File: config.mk
export PLATFORM = sky130hd
export DESIGN_NAME = angle_bias_kalman_filter_unit
export DESIGN_NICKNAME = d
export VERILOG_FILES = /design/src/rtl/abkf_pkg.sv /design/src/rtl/angle_bias_kalman_filter_unit.sv
export SDC_FILE = /design/constraint.sdc
export NUM_CORES = 2
export LEC_CHECK = 0
export BUFFER_PORTS_ARGS = -buffer_cell sky130_fd_sc_hd__buf_2
export CORE_UTILIZATION = 34
export DETAILED_ROUTE_END_ITERATION = 16
export PLACE_DENSITY = 0.45
export REMOVE_ABC_BUFFERS = 1
export SYNTH_ARGS = -nofsm -noshare
export SYNTH_HDL_FRONTEND = slang
export SYNTH_SLANG_ARGS = --single-unit
File: constraint.sdc
create_clock -name clk -period 29.8 [get_ports clk]
set_clock_uncertainty 0.1 [all_clocks]
set_input_delay 7.45 -clock clk [delete_from_list [all_inputs] [get_ports clk]]
set_output_delay 7.45 -clock clk [all_outputs]
set_load 0.01 [all_outputs]
File: src/rtl/abkf_pkg.sv
// abkf_pkg: widths, reset values, register indexes and saturation helpers
// for the angle/bias Kalman filter. No dependencies.
`timescale 1ns / 1ps
package abkf_pkg;

	localparam int CfgIdxW = 2;

	localparam logic [CfgIdxW-1:0] REG_SAMPLE_PERIOD  = 2'd0;
	localparam logic [CfgIdxW-1:0] REG_ANGLE_NOISE    = 2'd1;
	localparam logic [CfgIdxW-1:0] REG_BIAS_NOISE     = 2'd2;
	localparam logic [CfgIdxW-1:0] REG_MEAS_NOISE     = 2'd3;

	localparam logic [31:0] RST_SAMPLE_PERIOD = 32'd16777;
	localparam logic [31:0] RST_ANGLE_NOISE   = 32'd16777;
	localparam logic [31:0] RST_BIAS_NOISE    = 32'd83886;
	localparam logic [31:0] RST_MEAS_NOISE    = 32'd8388608;
	localparam logic signed [31:0] COV_ONE    = 32'sd16777216;

	// multiply operand widths: a is signed, b is a signed 33-bit word
	localparam int MulAW = 42;
	localparam int MulBW = 33;
	localparam int MulHW = MulAW + 1;
	localparam int MulRW = MulHW + MulBW - 24;   // floor(a*b / 2^24)
	localparam int SumW  = MulRW + 1;
	localparam int DivW  = 56;                   // |num| << 24

	typedef logic signed [SumW-1:0] sum_t;

	function automatic logic signed [31:0] sat_s32(input sum_t x);
		if (x > sum_t'(64'sd2147483647))
			return 32'sh7fffffff;
		else if (x < -sum_t'(64'sd2147483648))
			return 32'sh80000000;
		else
			return x[31:0];
	endfunction

	function automatic logic signed [39:0] sat_s40(input sum_t x);
		if (x > sum_t'(64'sd549755813887))
			return 40'sh7fffffffff;
		else if (x < -sum_t'(64'sd549755813888))
			return 40'sh8000000000;
		else
			return x[39:0];
	endfunction

endpackage

File: src/rtl/angle_bias_kalman_filter_unit.sv
// angle_bias_kalman_filter_unit: two-state (angle, gyro bias) Kalman filter
// with a shared shift-add multiplier and a restoring divider. Uses abkf_pkg.
//
//   channel  signals                               direction
//   in       in_valid in_stall accel_angle gyro_rate   sink
//   out      out_valid out_stall angle_estimate        source
//   cfg      cfg_valid cfg_ready cfg_index cfg_data    sink
//
// Each item takes ten multiplies (one multiplier bit per cycle) and two gain
// divisions (one quotient bit per cycle), plus the load and write-back states
// around them and the output state S_OUT. With a non-positive innovation
// variance the divisions are skipped and the item goes on to the correction.
// Reset loads the register defaults, zero angle and bias, identity covariance.
// in_stall is high whenever an item is in work. A finished result waits in the
// output register; the next item may start meanwhile.
`timescale 1ns / 1ps
module angle_bias_kalman_filter_unit import abkf_pkg::*; (
	input  logic                clk,
	input  logic                arst_n,
	input  logic                in_valid,
	output logic                in_stall,
	input  logic signed [15:0]  accel_angle,
	input  logic signed [15:0]  gyro_rate,
	output logic                out_valid,
	input  logic                out_stall,
	output logic signed [23:0]  angle_estimate,
	input  logic                cfg_valid,
	output logic                cfg_ready,
	input  logic [CfgIdxW-1:0]  cfg_index,
	input  logic [31:0]         cfg_data
);

	localparam logic [2:0] S_IDLE  = 3'd0;
	localparam logic [2:0] S_MLOAD = 3'd1;
	localparam logic [2:0] S_MUL   = 3'd2;
	localparam logic [2:0] S_MWB   = 3'd3;
	localparam logic [2:0] S_DLOAD = 3'd4;
	localparam logic [2:0] S_DIV   = 3'd5;
	localparam logic [2:0] S_DWB   = 3'd6;
	localparam logic [2:0] S_OUT   = 3'd7;

	localparam logic [3:0] OP_ANG_PRED = 4'd0;
	localparam logic [3:0] OP_AA_PRED  = 4'd1;
	localparam logic [3:0] OP_AB_PRED  = 4'd2;
	localparam logic [3:0] OP_BB_PRED  = 4'd3;
	localparam logic [3:0] OP_AA_CORR  = 4'd4;
	localparam logic [3:0] OP_AB_CORR  = 4'd5;
	localparam logic [3:0] OP_BA_CORR  = 4'd6;
	localparam logic [3:0] OP_BB_CORR  = 4'd7;
	localparam logic [3:0] OP_ANG_CORR = 4'd8;
	localparam logic [3:0] OP_BIAS_CORR = 4'd9;

	logic [31:0] dt_q, qa_q, qg_q, r_q;
	logic signed [39:0] angle_q, bias_q;
	logic signed [31:0] aa_q, ab_q, ba_q, bb_q;
	logic signed [15:0] meas_q, rate_q;
	logic signed [40:0] err_q;
	logic signed [31:0] t0_q, t1_q, k0_q, k1_q;
	logic [33:0] e_q;
	logic [2:0] state_q;
	logic [3:0] op_q;
	logic [5:0] cnt_q;
	logic div_sel_q;
	logic signed [MulAW-1:0] ma_q;
	logic [MulBW-1:0] mb_q;
	logic signed [MulHW-1:0] mh_q;
	logic [MulBW-1:0] ml_q;
	logic [33:0] rem_q;
	logic [DivW-1:0] dq_q;
	logic dneg_q;
	logic out_valid_q;
	logic signed [23:0] angle_estimate_q;

	logic signed [MulAW-1:0] ma_d;
	logic [MulBW-1:0] mb_d;
	logic signed [MulHW-1:0] m_addend, m_sum;
	logic signed [MulRW-1:0] mres;
	logic signed [34:0] e_full;
	logic e_pos;
	logic signed [40:0] err_d;
	logic signed [31:0] div_num;
	logic [31:0] div_mag;
	logic [34:0] rem_sh;
	logic [35:0] rem_diff;
	logic rem_ge;
	logic signed [31:0] k_d;
	logic signed [31:0] ang_sh;
	logic out_free;

	assign in_stall = (state_q != S_IDLE);
	assign cfg_ready = 1'b1;
	assign out_valid = out_valid_q;
	assign angle_estimate = angle_estimate_q;
	assign out_free = !out_valid_q || !out_stall;

	// multiplier operands per operation
	always_comb begin
		ma_d = '0;
		mb_d = {1'b0, dt_q};
		unique case (op_q)
			OP_ANG_PRED:  ma_d = MulAW'($signed({rate_q, 16'b0})) - MulAW'(bias_q);
			OP_AA_PRED:   ma_d = MulAW'($signed({1'b0, qa_q})) - MulAW'(ab_q) - MulAW'(ba_q);
			OP_AB_PRED:   ma_d = -MulAW'(bb_q);
			OP_BB_PRED:   ma_d = MulAW'($signed({1'b0, qg_q}));
			OP_AA_CORR:   begin ma_d = MulAW'(t0_q); mb_d = {k0_q[31], k0_q}; end
			OP_AB_CORR:   begin ma_d = MulAW'(t1_q); mb_d = {k0_q[31], k0_q}; end
			OP_BA_CORR:   begin ma_d = MulAW'(t0_q); mb_d = {k1_q[31], k1_q}; end
			OP_BB_CORR:   begin ma_d = MulAW'(t1_q); mb_d = {k1_q[31], k1_q}; end
			OP_ANG_CORR:  begin ma_d = MulAW'(err_q); mb_d = {k0_q[31], k0_q}; end
			OP_BIAS_CORR: begin ma_d = MulAW'(err_q); mb_d = {k1_q[31], k1_q}; end
			default:      ma_d = '0;
		endcase
	end

	// one multiplier bit per cycle, LSB first; the top bit has negative weight
	always_comb begin
		m_addend = mb_q[0] ? MulHW'(ma_q) : '0;
		if (cnt_q == 6'(MulBW - 1))
			m_sum = mh_q - m_addend;
		else
			m_sum = mh_q + m_addend;
	end
	assign mres = $signed({mh_q, ml_q[MulBW-1:24]});

	assign e_full = $signed({3'b0, r_q}) + 35'(aa_q);
	assign e_pos = !e_full[34] && (e_full != '0);
	assign err_d = $signed({meas_q, 16'b0}) - 41'(angle_q);

	assign div_num = div_sel_q ? ba_q : aa_q;
	assign div_mag = div_num[31] ? 32'(-div_num) : div_num;

	assign rem_sh = {rem_q, dq_q[DivW-1]};
	assign rem_diff = {1'b0, rem_sh} - {2'b0, e_q};
	assign rem_ge = !rem_diff[35];

	// quotient sits in dq_q after the last step
	always_comb begin
		if (dneg_q)
			k_d = (dq_q > DivW'(64'd2147483648)) ? 32'sh80000000 : 32'(-dq_q);
		else
			k_d = (dq_q > DivW'(64'd2147483647)) ? 32'sh7fffffff : dq_q[31:0];
	end

	assign ang_sh = 32'(angle_q >>> 8);

	always_ff @(posedge clk or negedge arst_n) begin
		if (!arst_n) begin
			dt_q <= RST_SAMPLE_PERIOD;
			qa_q <= RST_ANGLE_NOISE;
			qg_q <= RST_BIAS_NOISE;
			r_q <= RST_MEAS_NOISE;
		end else if (cfg_valid && cfg_ready) begin
			unique case (cfg_index)
				REG_SAMPLE_PERIOD: dt_q <= cfg_data;
				REG_ANGLE_NOISE:   qa_q <= cfg_data;
				REG_BIAS_NOISE:    qg_q <= cfg_data;
				REG_MEAS_NOISE:    r_q <= cfg_data;
				default:           dt_q <= dt_q;
			endcase
		end
	end

	always_ff @(posedge clk or negedge arst_n) begin
		if (!arst_n) begin
			state_q <= S_IDLE;
			op_q <= OP_ANG_PRED;
			cnt_q <= '0;
			div_sel_q <= 1'b0;
			out_valid_q <= 1'b0;
			angle_q <= '0;
			bias_q <= '0;
			aa_q <= COV_ONE;
			ab_q <= '0;
			ba_q <= '0;
			bb_q <= COV_ONE;
		end else begin
			// S_OUT handles the output register itself
			if (out_valid_q && !out_stall && state_q != S_OUT)
				out_valid_q <= 1'b0;
			unique case (state_q)
				S_IDLE: begin
					if (in_valid) begin
						meas_q <= accel_angle;
						rate_q <= gyro_rate;
						op_q <= OP_ANG_PRED;
						state_q <= S_MLOAD;
					end
				end
				S_MLOAD: begin
					ma_q <= ma_d;
					mb_q <= mb_d;
					mh_q <= '0;
					cnt_q <= '0;
					state_q <= S_MUL;
				end
				S_MUL: begin
					mh_q <= {m_sum[MulHW-1], m_sum[MulHW-1:1]};
					ml_q <= {m_sum[0], ml_q[MulBW-1:1]};
					mb_q <= {1'b0, mb_q[MulBW-1:1]};
					cnt_q <= cnt_q + 6'd1;
					if (cnt_q == 6'(MulBW - 1))
						state_q <= S_MWB;
				end
				S_MWB: begin
					unique case (op_q)
						OP_ANG_PRED:  angle_q <= sat_s40(sum_t'(angle_q) + sum_t'(mres));
						OP_AA_PRED:   aa_q <= sat_s32(sum_t'(aa_q) + sum_t'(mres));
						OP_AB_PRED: begin
							ab_q <= sat_s32(sum_t'(ab_q) + sum_t'(mres));
							ba_q <= sat_s32(sum_t'(ba_q) + sum_t'(mres));
						end
						OP_BB_PRED:   bb_q <= sat_s32(sum_t'(bb_q) + sum_t'(mres));
						OP_AA_CORR:   aa_q <= sat_s32(sum_t'(aa_q) - sum_t'(mres));
						OP_AB_CORR:   ab_q <= sat_s32(sum_t'(ab_q) - sum_t'(mres));
						OP_BA_CORR:   ba_q <= sat_s32(sum_t'(ba_q) - sum_t'(mres));
						OP_BB_CORR:   bb_q <= sat_s32(sum_t'(bb_q) - sum_t'(mres));
						OP_ANG_CORR:  angle_q <= sat_s40(sum_t'(angle_q) + sum_t'(mres));
						OP_BIAS_CORR: bias_q <= sat_s40(sum_t'(bias_q) + sum_t'(mres));
						default:      angle_q <= angle_q;
					endcase
					if (op_q == OP_BB_PRED) begin
						div_sel_q <= 1'b0;
						state_q <= S_DLOAD;
					end else if (op_q == OP_BIAS_CORR) begin
						state_q <= S_OUT;
					end else begin
						op_q <= op_q + 4'd1;
						state_q <= S_MLOAD;
					end
				end
				S_DLOAD: begin
					if (!div_sel_q) begin
						e_q <= e_full[33:0];
						err_q <= err_d;
						t0_q <= aa_q;
						t1_q <= ab_q;
					end
					if (!div_sel_q && !e_pos) begin
						// no useful innovation variance: zero gains
						k0_q <= '0;
						k1_q <= '0;
						op_q <= OP_AA_CORR;
						state_q <= S_MLOAD;
					end else begin
						rem_q <= '0;
						dq_q <= {div_mag, 24'b0};
						dneg_q <= div_num[31];
						cnt_q <= '0;
						state_q <= S_DIV;
					end
				end
				S_DIV: begin
					rem_q <= rem_ge ? rem_diff[33:0] : rem_sh[33:0];
					dq_q <= {dq_q[DivW-2:0], rem_ge};
					cnt_q <= cnt_q + 6'd1;
					if (cnt_q == 6'(DivW - 1))
						state_q <= S_DWB;
				end
				S_DWB: begin
					if (!div_sel_q) begin
						k0_q <= k_d;
						div_sel_q <= 1'b1;
						state_q <= S_DLOAD;
					end else begin
						k1_q <= k_d;
						op_q <= OP_AA_CORR;
						state_q <= S_MLOAD;
					end
				end
				S_OUT: begin
					if (out_free) begin
						if (ang_sh > 32'sd8388607)
							angle_estimate_q <= 24'sh7fffff;
						else if (ang_sh < -32'sd8388608)
							angle_estimate_q <= 24'sh800000;
						else
							angle_estimate_q <= ang_sh[23:0];
						out_valid_q <= 1'b1;
						state_q <= S_IDLE;
					end
				end
				default: state_q <= S_IDLE;
			endcase
		end
	end

endmodule
## Word level (Yosys, flattened, before mapping)

Cells that the tools add are included.

| storage, ports and cells | value |
|---|---|
| register bits after elaboration | 852 |
| bits of input ports | 71 |
| logic and storage cells | 238 |

| operators by class | value |
|---|---|
| add/sub/neg operators | 23 |
| $lt $le $gt $ge | 24 |
| equal/unequal tests | 33 |
| mux-type cells | 68 |
| bitwise logic cells | 2 |
| reduce and logical (&&, ||, !) cells | 57 |

Operator list:

| cell | number |
|---|---|
| $mux W32 | 24 |
| $gt A53 B32 Y1 const B | 8 |
| $lt A53 B32 Y1 const B | 8 |
| $pmux W32 S2 | 6 |
| $pmux W42 S7 | 1 |
| $add A32 B52 Y53 | 4 |
| $sub A32 B52 Y53 | 4 |
| $mux W40 | 4 |
| $pmux W33 S2 | 2 |
| $pmux W56 S2 | 1 |
| $add A40 B52 Y53 | 2 |
| $gt A53 B40 Y1 const B | 2 |
| $lt A53 B40 Y1 const B | 2 |
| $mux W43 | 2 |
| $pmux W43 S2 | 1 |
| $sub A32 B40 Y41 | 2 |
| $mux W34 | 2 |
| $pmux W34 S2 | 1 |
| $neg A32 Y32 | 2 |
| $gt A56 B31 Y1 const B | 1 |
| $gt A56 B32 Y1 const B | 1 |
| $mux W56 | 1 |
| $add A43 B43 Y43 | 1 |
| $sub A43 B43 Y43 | 1 |
| 47 further kinds | 124 |

## Depth between registers and ports, before layout

| logic depth | value |
|---|---|
| word-level depth | 7 |
| gate-level depth with buffers | 29 |
| mapped depth without buffers | 24 |

## Least setup slack after synthesis

Ideal clock, no wire load.

| timing path | value |
|---|---|
| path type | input to register |
| start point | input arst_n |
| end point | register e_q[0], enable pin |
| library setup time | 807 ps |
| data arrival time | 16,922 ps |
| data required time | 28,893 ps |
| setup slack | 11,971 ps |
| stages on the path | 2 |
| buffers on the path | 0 |
| cell sequence | nand2_1 nor3_1 |

| between the ends | value |
|---|---|
| cells in the longest elaborated chain, start to end | 1 |

Ends and longest elaborated chain:

| what | line | RTL |
|---|---|---|
| from (decl) | angle_bias_kalman_filter_unit.sv:19 | `input logic arst_n,` |
| $reduce_and A3 Y1 (no line) | -- |  |
| to (signal assigned) | angle_bias_kalman_filter_unit.sv:233 | `e_q <= e_full[33:0];` |
| to (decl) | angle_bias_kalman_filter_unit.sv:59 | `logic [33:0] e_q;` |

Every way passes these cells.
A chain may end at the register's enable or synchronous reset.

## Worst setup path in the final report

| timing path | value |
|---|---|
| start point | input arst_n |
| end point | register t0_q[22], enable pin |

| between the ends | value |
|---|---|
| cells in the longest elaborated chain, start to end | 1 |

Ends and longest elaborated chain:

| what | line | RTL |
|---|---|---|
| $reduce_and A3 Y1 (no line) | -- |  |
| to (signal assigned) | angle_bias_kalman_filter_unit.sv:235 | `t0_q <= aa_q;` |
| to (decl) | angle_bias_kalman_filter_unit.sv:58 | `logic signed [31:0] t0_q, t1_q, k0_q, k1_q;` |

Every way passes these cells.

==> results by group <==
Drt
  – DR pass1 iterations: 8
  – Routed Antenna Nets: 0
  – Via count: 75200
  – WL/cell: 28.1 um
  – 1st-iter DRT viols: 7512
  – Via-to-Cell Ratio: 5.96
  – Residual DRC: 0
  – Final WL: 354000 um

Finish
  – Nets: 10300
  – Fill count: 24000
  – Final instance area: 87600 sq um
  – Final non-filler cell total: 12600
  – Final core occ: 37.7%
  – Area delta synth->final: 10.1%
  – Fraction of final layout cells sized beyond drive strength 1: 8.61%

Global route
  – Initial antenna violation count: 15
  – Largest net degree at the start of global routing: 147
  – Vias in the first global route: 70300
  – GRT Overall Usage: 29.2%
  – Global-route wire length before repair: 509000 um
  – Grt total ovfl: 0

Synthesis
  – Avg Cell Area, Syn: 8.33 sq um
  – Ys flop type: edfxtp_1
  – Sequential area share after synthesis: 29.1%
  – Ys Warns: 0
  – Yosys reg bits: 827
  – Post-synth ARST share: 42.4%
  – Syn Inst Count: 9546
  – Synthesized area: 79500 sq um
  – Distinct cell type count after synthesis: 98
  – EDFF count, synth: 476

Critical path
  – R2r setup slk: 22.45 ns
  – Worst r2r path cells: 24
  – CP arrival: 10.26 ns
  – WP data required: 30.05 ns
  – CP Capture Type: register
  – CP Max Fanout: 146
  – Worst setup path class: in -> reg
  – Startpoint Class: primary input

Clock tree
  – CTS tree: done
  – # hold bufs at CTS: 0
  – Number of CTS-inserted buffers: 105
  – Clock buffer depth: 3
  – Setup bufs post-CTS: 0
  – Clk_lat worst skew: 0.83 ns
  – Root buf cell: clkbuf_16
  – Clock transition at path regs: 0.06 ns
  – Resized Gates After CTS: 0
  – Clock Sink Count: 827
  – H-tree depth: 3

Place
  – Dpl cell area: 83700 sq um
  – Placer Congestion: 0.965
  – Dpl ws: 18.99 ns
  – Post-placement cell count: 12400
  – Number of port buffers: 96
  – Hpwl dp: 281000 um

Timing
  – Measured slew at the worst slew-check pin: 1.23 ns
  – RSZ-0062 raised after global routing: no
  – Hold Worst Slack: 0.418 ns
  – Slew headroom: 17.0%
  – Setup TNS: 0 ns
  – Setup-failing EPs final: 0
  – Final WS setup: 19.79 ns
  – Max Slew Vio Count: 0
  – Final hold viol count: 0
  – Highest clock rate: 99.9 MHz
  – Minimum clock period: 10.01 ns
  – Crit share post-route: 33.6%

Power
  – Tot Pwr: 10.3 mW
  – Power Density: 117 nW/um^2
  – P_leak: 35.6 nW
  – Max VDD drop: 0.0000603 V

Floorplanning
  – Starting density of the core: 34.2%
  – Die Y: 486 um
  – Die X: 486 um
  – Row count: 177
  – Core region area: 233000 sq um
  – I/O pin total: 98
  – Die area: 236000 sq um

Hold path
  – Min-delay worst type: reg -> reg
  – Hold path depth: 1

Run
  – Max-cap violations: 0

Run status
  – Status: completed
flip-flops by register name, indices dropped and copies added (netlist names), 33 cells and up:
| signal | flops |
|---|---|
| ma_q | 42 |
| e_q | 34 |
| err_q | 41 |
| angle_q | 40 |
| mh_q | 42 |
| rem_q | 34 |
| bias_q | 40 |
| mb_q | 33 |
| dq_q | 56 |
worst paths after layout:
kind                                          start                      to
worst max-delay path                         arst_n      t0_q[22]$_DFFE_PP_
worst min-delay path            r_q[22]$_DFFE_PN0P_     r_q[22]$_DFFE_PN0P_
worst max register to register    mb_q[0]$_DFFE_PP_  mh_q[41]$_SDFFCE_PN0P_
worst min register to register  r_q[22]$_DFFE_PN0P_     r_q[22]$_DFFE_PN0P_
max in group asynchronous                    arst_n     r_q[16]$_DFFE_PN0P_
min in group asynchronous                    arst_n    bb_q[13]$_DFFE_PN0P_
worst max-delay path, cell delays in order:
cell     delay (ns)
buf_8          0.26
buf_4          0.44
buf_12         0.57
nand2_1        0.36
nor3_2         0.27
buf_12         0.60
layout make-up:
type	count	area [sq um]	area share, %
Multi-Input combinational cell	7707	52800	60.3
Sequential cell	827	23100	26.4
Tap cell	3043	3810	4.35
Clock buffer	135	2970	3.39
Inverter	564	2120	2.42
Timing Repair Buffer	268	1810	2.06
Clock inverter	65	896	1.02
Antenna cell	10	25.0	0.0286
layout by cell type, fill, tap and decap left out, drive strengths merged, types with 98 or more instances in the layout:
master	count
nor2	869
a21oi	856
nand2	742
ha	716
o21ai	646
inv	567
xnor2	505
edfxtp	476
dfrtp	328
buf	268
a21o	239
nor3	227
nand3	198
xor2	164
a31oi	160
o21bai	144
mux2	136
clkbuf	135
nand4	127
nand2b	126
nor2b	125
o21a	124
nor4	123
and3	98
kinds of logic (layout without fill, tap and decap cells):
family / count (synthesis) / count (layout) / synth area share (%)
compound gates: 3095 / 3095 / 25.5
simple gates: 2981 / 2981 / 18.1
xor+xnor: 669 / 669 / 7.37
mux: 199 / 199 / 2.72
fa+ha+maj: 762 / 762 / 12.4
other cells: 1 / 11 / 0.00472
buf+inv: 1012 / 1032 / 4.82
flops: 827 / 827 / 29.1
routing by layer:
layer / track usage [%] / share of wire [%]
met1: 40.7 / 46
met2: 45.1 / 43
met3: 4.85 / 6.9
met4: 10.6 / 4.1
met5: 0 / 0.023
cells in the mapped netlist (all sizes together), types with 144 or more instances:
cell type | n | area (sq um)
xnor2 | 505 | 4420
nand3 | 198 | 991
edfxtp | 476 | 14300
dfrtp | 328 | 8210
inv | 560 | 2100
nand2 | 742 | 2790
nor3 | 227 | 1140
xor2 | 164 | 1440
o21bai | 144 | 1080
clkbuf | 400 | 1500
nor2 | 869 | 3260
a21o | 239 | 1790
a31oi | 160 | 1000
o21ai | 646 | 3230
ha | 716 | 8960
a21oi | 856 | 4280
where the power goes:
group          internal [mW]  switching [mW]
clock                  0.833           0.595
sequential              1.58           0.421
combinational           2.40            4.42
(Power assumes the default switching activity.)
